File: src/rtl/core/fmqd_pkg.sv
`timescale 1ns / 1ps
// ---------------------------------------------------------------------------
// FM quadrature demodulator package
// Shared angle, gain and output types, and the CORDIC arctangent table.
// ---------------------------------------------------------------------------
package fmqd_pkg;

    localparam int ANGLE_W    = 16;
    localparam int GAIN_W     = 16;
    localparam int OUT_W      = 16;
    localparam int GAIN_FRAC  = 12;
    localparam int MAX_STAGES = 32;

    typedef logic signed [ANGLE_W-1:0] angle_t;
    typedef logic signed [GAIN_W-1:0]  gain_t;
    typedef logic signed [OUT_W-1:0]   demod_t;

    localparam angle_t ANGLE_PI   = 16'sh8000;
    localparam angle_t ANGLE_ZERO = 16'sh0000;
    localparam gain_t  GAIN_RESET = 16'sd4096;
    localparam demod_t DEMOD_MAX  = 16'sh7FFF;
    localparam demod_t DEMOD_MIN  = 16'sh8000;

    // advance enable and item valid for one pipeline section
    typedef struct packed {
        logic en;
        logic valid;
    } stage_ctl_t;

    // round(atan(2^-k) * 32768 / pi)
    function automatic angle_t atan_unit(input int k);
        angle_t a;
        begin
            case (k)
                0:       a = 16'sd8192;
                1:       a = 16'sd4836;
                2:       a = 16'sd2555;
                3:       a = 16'sd1297;
                4:       a = 16'sd651;
                5:       a = 16'sd326;
                6:       a = 16'sd163;
                7:       a = 16'sd81;
                8:       a = 16'sd41;
                9:       a = 16'sd20;
                10:      a = 16'sd10;
                11:      a = 16'sd5;
                12:      a = 16'sd3;
                13:      a = 16'sd1;
                14:      a = 16'sd1;
                default: a = ANGLE_ZERO;
            endcase
            return a;
        end
    endfunction

endpackage

File: src/rtl/core/fmqd_cordic.sv
`timescale 1ns / 1ps
// ---------------------------------------------------------------------------
// FM demodulator vectoring CORDIC
// Pipelined atan2: half-plane fold stage, then one register stage per
// micro-rotation. Angle in 16-bit units, 32768 = pi; zero vector gives 0.
// ---------------------------------------------------------------------------
module fmqd_cordic #(
    parameter int XW     = 36,
    parameter int STAGES = 16
) (
    input  logic                    clk,
    input  logic                    rst_n,
    input  fmqd_pkg::stage_ctl_t    ctl,
    input  logic signed [XW-1:0]    x_in,
    input  logic signed [XW-1:0]    y_in,
    output logic                    angle_valid,
    output fmqd_pkg::angle_t        angle
);

    logic signed [XW-1:0] x_reg     [0:STAGES];
    logic signed [XW-1:0] y_reg     [0:STAGES];
    fmqd_pkg::angle_t     z_reg     [0:STAGES];
    logic                 zero_reg  [0:STAGES];
    logic                 valid_reg [0:STAGES];

    logic signed [XW-1:0] x_fold;
    logic signed [XW-1:0] y_fold;
    fmqd_pkg::angle_t     z_fold;

    // left half-plane: negate vector, start at pi
    always_comb
    begin
        if (x_in < 0)
        begin
            x_fold = -x_in;
            y_fold = -y_in;
            z_fold = fmqd_pkg::ANGLE_PI;
        end
        else
        begin
            x_fold = x_in;
            y_fold = y_in;
            z_fold = fmqd_pkg::ANGLE_ZERO;
        end
    end

    always_ff @(posedge clk or negedge rst_n)
    begin
        if (!rst_n)
        begin
            valid_reg[0] <= 1'b0;
        end
        else if (ctl.en)
        begin
            valid_reg[0] <= ctl.valid;
        end
    end

    always_ff @(posedge clk)
    begin
        if (ctl.en)
        begin
            x_reg[0]    <= x_fold;
            y_reg[0]    <= y_fold;
            z_reg[0]    <= z_fold;
            zero_reg[0] <= (x_in == '0) && (y_in == '0);
        end
    end

    for (genvar k = 0; k < STAGES; k++)
    begin : g_stage
        logic signed [XW-1:0] x_next;
        logic signed [XW-1:0] y_next;
        fmqd_pkg::angle_t     z_next;

        always_comb
        begin
            if (!y_reg[k][XW-1])
            begin
                x_next = x_reg[k] + (y_reg[k] >>> k);
                y_next = y_reg[k] - (x_reg[k] >>> k);
                z_next = z_reg[k] + fmqd_pkg::atan_unit(k);
            end
            else
            begin
                x_next = x_reg[k] - (y_reg[k] >>> k);
                y_next = y_reg[k] + (x_reg[k] >>> k);
                z_next = z_reg[k] - fmqd_pkg::atan_unit(k);
            end
        end

        always_ff @(posedge clk or negedge rst_n)
        begin
            if (!rst_n)
            begin
                valid_reg[k+1] <= 1'b0;
            end
            else if (ctl.en)
            begin
                valid_reg[k+1] <= valid_reg[k];
            end
        end

        always_ff @(posedge clk)
        begin
            if (ctl.en)
            begin
                x_reg[k+1]    <= x_next;
                y_reg[k+1]    <= y_next;
                z_reg[k+1]    <= z_next;
                zero_reg[k+1] <= zero_reg[k];
            end
        end
    end

    assign angle_valid = valid_reg[STAGES];
    assign angle       = zero_reg[STAGES] ? fmqd_pkg::ANGLE_ZERO : z_reg[STAGES];

    a_fold_positive: assert property (@(posedge clk) disable iff (!rst_n)
        valid_reg[0] && !zero_reg[0] |-> !x_reg[0][XW-1])
        else $error("folded vector has negative x");

    a_stall_holds: assert property (@(posedge clk) disable iff (!rst_n)
        !ctl.en |=> $stable(valid_reg[STAGES]))
        else $error("CORDIC output valid moved during stall");

endmodule

File: config.mk
export PLATFORM = sky130hd
export DESIGN_NAME = fmqd_cordic
export DESIGN_NICKNAME = d
export VERILOG_FILES = /design/src/rtl/core/fmqd_pkg.sv /design/src/rtl/core/fmqd_cordic.sv
export SDC_FILE = /design/constraint.sdc
export NUM_CORES = 2
export LEC_CHECK = 0
export CORE_UTILIZATION = 40
export DETAILED_ROUTE_END_ITERATION = 10
export DONT_BUFFER_PORTS = 1
export PLACE_DENSITY = 0.52
export SYNTH_ARGS = -nofsm -noshare
export SYNTH_HDL_FRONTEND = slang
export SYNTH_SLANG_ARGS = --single-unit
File: constraint.sdc
create_clock -name clk -period 6.55 [get_ports clk]
set_input_delay 0.3275 -clock clk [delete_from_list [all_inputs] [get_ports clk]]
set_output_delay 0.3275 -clock clk [all_outputs]
set_load 0.02 [all_outputs]
==> results.tsv <==
metric	value	unit
status	finished, final reports clean	
post-layout util	44.3	%
first-pass GRT wire length	483	mm
sequential area share after synthesis	34.3	%
Yosys cell types	88	
skew final	0.0282	ns
number of global-route vias before repair	83900	
initial core utilization	40.4	%
final HPWL from detailed placement	250	mm
PortBufs	0	
vias per cell	5.64	
share of cells above drive strength 1	3.69	%
DRT Pass-1 Iters	6	
pin count of the biggest net entering global routing	173	
Largest register FFs	505	
gr usage total	22.3	%
FP Rows	190	
warnings from Yosys	0	
CP Max Fanout	6	
I/O pin cnt	93	
Worst path slowest cell	nor4bb_1	
critical path launch point	y_reg[0][111]	
detailed-route DRC error count	0	
Post-synth EDFFs	1227	
Max transition margin	14.1	%
clock insertion delay at the later pin of the skew report	0.86	ns
vias post-DR	87300	
CTS Root Cell	clkbuf_16	
Syn Inst Count	11700	
asr flop ratio synth	1.37	%
initial antenna violation count	5	
Final setup viols	0	
TritonCTS Sinks	1244	
routability cong.	0.909	
actual slew at the worst max-slew pin	1.28	ns
CTS Buffer Depth	4	
Startpoint Class	flip-flop	
syn avg cell area	9.30	um2
WHS	0.0733	ns
CP max stage delay	0.69	ns
Worst EP arrival	6.08	ns
Multi-input gate area	0.0682	mm2
Fmax achieved	182	MHz
Area growth syn-to-layout	9.78	%
Seq. cell area	0.0373	mm2
Crit path buffers/inverters	1	
family with the most delay on the worst path	simple AND/OR/NAND/NOR gates	
critical-path cell list	inv_1 -> ha_1 -> nand2b_1 -> or4_1 -> nor3b_1 -> nor4bb_1 -> a21oi_1 -> xnor2_1 -> ha_1 -> nand2_1 -> nor3_1 -> and3_1 -> nand3_1 -> a221o_1 -> nand3_1 -> a41oi_1 -> nand2b_1 -> o21ai_0 -> a21oi_1 -> xnor2_1	
max cap viols	0	
die area	0.273	mm2
H-tree levels	4	
DR iter-0 viols	5992	
Fillers	25900	
setup tns final	0	ns
die height	523	um
kind of critical path	reg2reg	
Max Slew Vio Count	0	
gr ovfl total	0	
Hold Crit Class	in2reg	
final WL	312	mm
syn_nets	13000	
die width	523	um
Reg-to-Reg Start	y_reg[0][111]	
ys flop type	edfxtp_1	
Synth Register Bits	1244	
post-CTS setup buffers	0	
critical path data required time	7.13	ns
Avg WL per Cell	20.2	um
worst hold start	ctl[1]	
minimum clock period	5.51	ns
Final Hold Viols	0	
CTS tree	built	
core area	0.269	mm2
fin crit share	84.1	%
nets	13100	
Final ANT Viol Nets	0	
CP Capture Type	flip-flop	
synthesized cell area	0.109	mm2
clock slew at reported path FFs	0.05	ns
CTS buffer count	159	
RSZ-0062 raised after global routing	no	
placed cells by master (no fill, tap or decap), drive strengths merged, types with 36 or more instances in the layout:
| master | instances |
|---|---|
| a211oi | 49 |
| a21boi | 55 |
| a21o | 510 |
| a21oi | 1259 |
| a31oi | 128 |
| and2 | 74 |
| and3 | 100 |
| buf | 67 |
| clkbuf | 190 |
| clkinv | 63 |
| dlygate4sd3 | 132 |
| edfxtp | 1227 |
| fa | 36 |
| ha | 1195 |
| inv | 593 |
| mux2 | 51 |
| nand2 | 546 |
| nand2b | 184 |
| nand3 | 161 |
| nand4 | 82 |
| nor2 | 1162 |
| nor2b | 219 |
| nor3 | 308 |
| nor4 | 93 |
| o211ai | 43 |
| o21a | 145 |
| o21ai | 598 |
| o21bai | 152 |
| o31ai | 70 |
| o41ai | 62 |
| or2 | 36 |
| or3 | 97 |
| or4 | 60 |
| xnor2 | 1118 |
| xor2 | 590 |
through the flow:
stage | setup slack (ns) | cells | instance area [um2]
6_report | 1.04 | 15500 | 119000
3_3_place_gp | 1.14 | 15100 | 113000
2_1_floorplan | 1.83 | 11700 | 109000
5_1_grt | 0.558 | 15500 | 119000
3_5_place_dp | 1.09 | 15100 | 113000
4_1_cts | 1.09 | 15500 | 119000
final timing paths:
kind | endpoint | slack [ns] | depth (start not counted)
setup / recovery | x_reg[0][178] | 1.04 | 20
hold / removal | x_reg[0][37] | 0.07 | 1
setup reg to reg | x_reg[0][178] | 1.04 | 20
hold reg to reg | zero_reg[0][4] | 0.40 | 0
max in group asynchronous | valid_reg[14] | 5.54 | 2
min in group asynchronous | valid_reg[9] | 0.52 | 2
layout make-up:
type                            instances  area share, %
Sequential cell                      1244           31.3
Clock buffer                          190           3.52
Tap cell                             3552           3.73
Timing Repair Buffer                  199           1.63
Antenna cell                            5         0.0105
Multi-Input combinational cell       9611           57.2
Clock inverter                         96          0.732
Inverter                              588           1.85
kinds of logic (layout without fill, tap and decap cells):
family / Yosys count / after routing / synth area share, %
AOI/OAI and AO/OA: 3380 / 3380 / 19.5
and+or+nand+nor: 3213 / 3213 / 14.3
xor gates and xnor gates: 1708 / 1708 / 13.8
DFF: 1244 / 1244 / 34.3
adders and majority gates: 1231 / 1231 / 14.4
buffers and inverters: 813 / 1073 / 2.82
muxes: 78 / 78 / 0.778
other: 1 / 6 / 0.00346
metal layers:
layer / up-vias / GRT usage [%] / part of all wire [%] / wire [um]
met1: 42000 / 30.0 / 46 / 144000
met4: 0 / 6.50 / 2.9 / 9130
met5: - / 0 / 0 / 0
met2: 1831 / 37.5 / 47 / 146000
met3: 380 / 2.39 / 4.3 / 13300
li1: 43000 / - / - / -
Yosys cell counts, drive strengths merged, types with 62 or more instances:
cell | count | area, um2
nor4 | 93 | 588
o21a | 145 | 1090
nand3 | 161 | 806
and3 | 100 | 626
o41ai | 62 | 543
nand2 | 546 | 2050
nand2b | 184 | 1150
a31oi | 128 | 801
xor2 | 590 | 5170
a21o | 510 | 3830
o21bai | 152 | 1140
o21ai | 598 | 2990
o31ai | 70 | 539
xnor2 | 1118 | 9790
and2 | 74 | 463
clkbuf | 202 | 758
nand4 | 82 | 513
nor2b | 219 | 1370
edfxtp | 1227 | 36800
or3 | 97 | 627
inv | 580 | 2180
nor2 | 1162 | 4360
nor3 | 308 | 1540
a21oi | 1259 | 6300
ha | 1195 | 15000
timing repair:
item / CTS / global route
hold buffers: 133 / 0
endpoints found under the hold margin: 92 / 0
gates resized for setup: 0 / 0
Power is left out: the tool's default activity adds up to more than one toggle a clock period on the data nets, which glitch-free logic cannot reach.
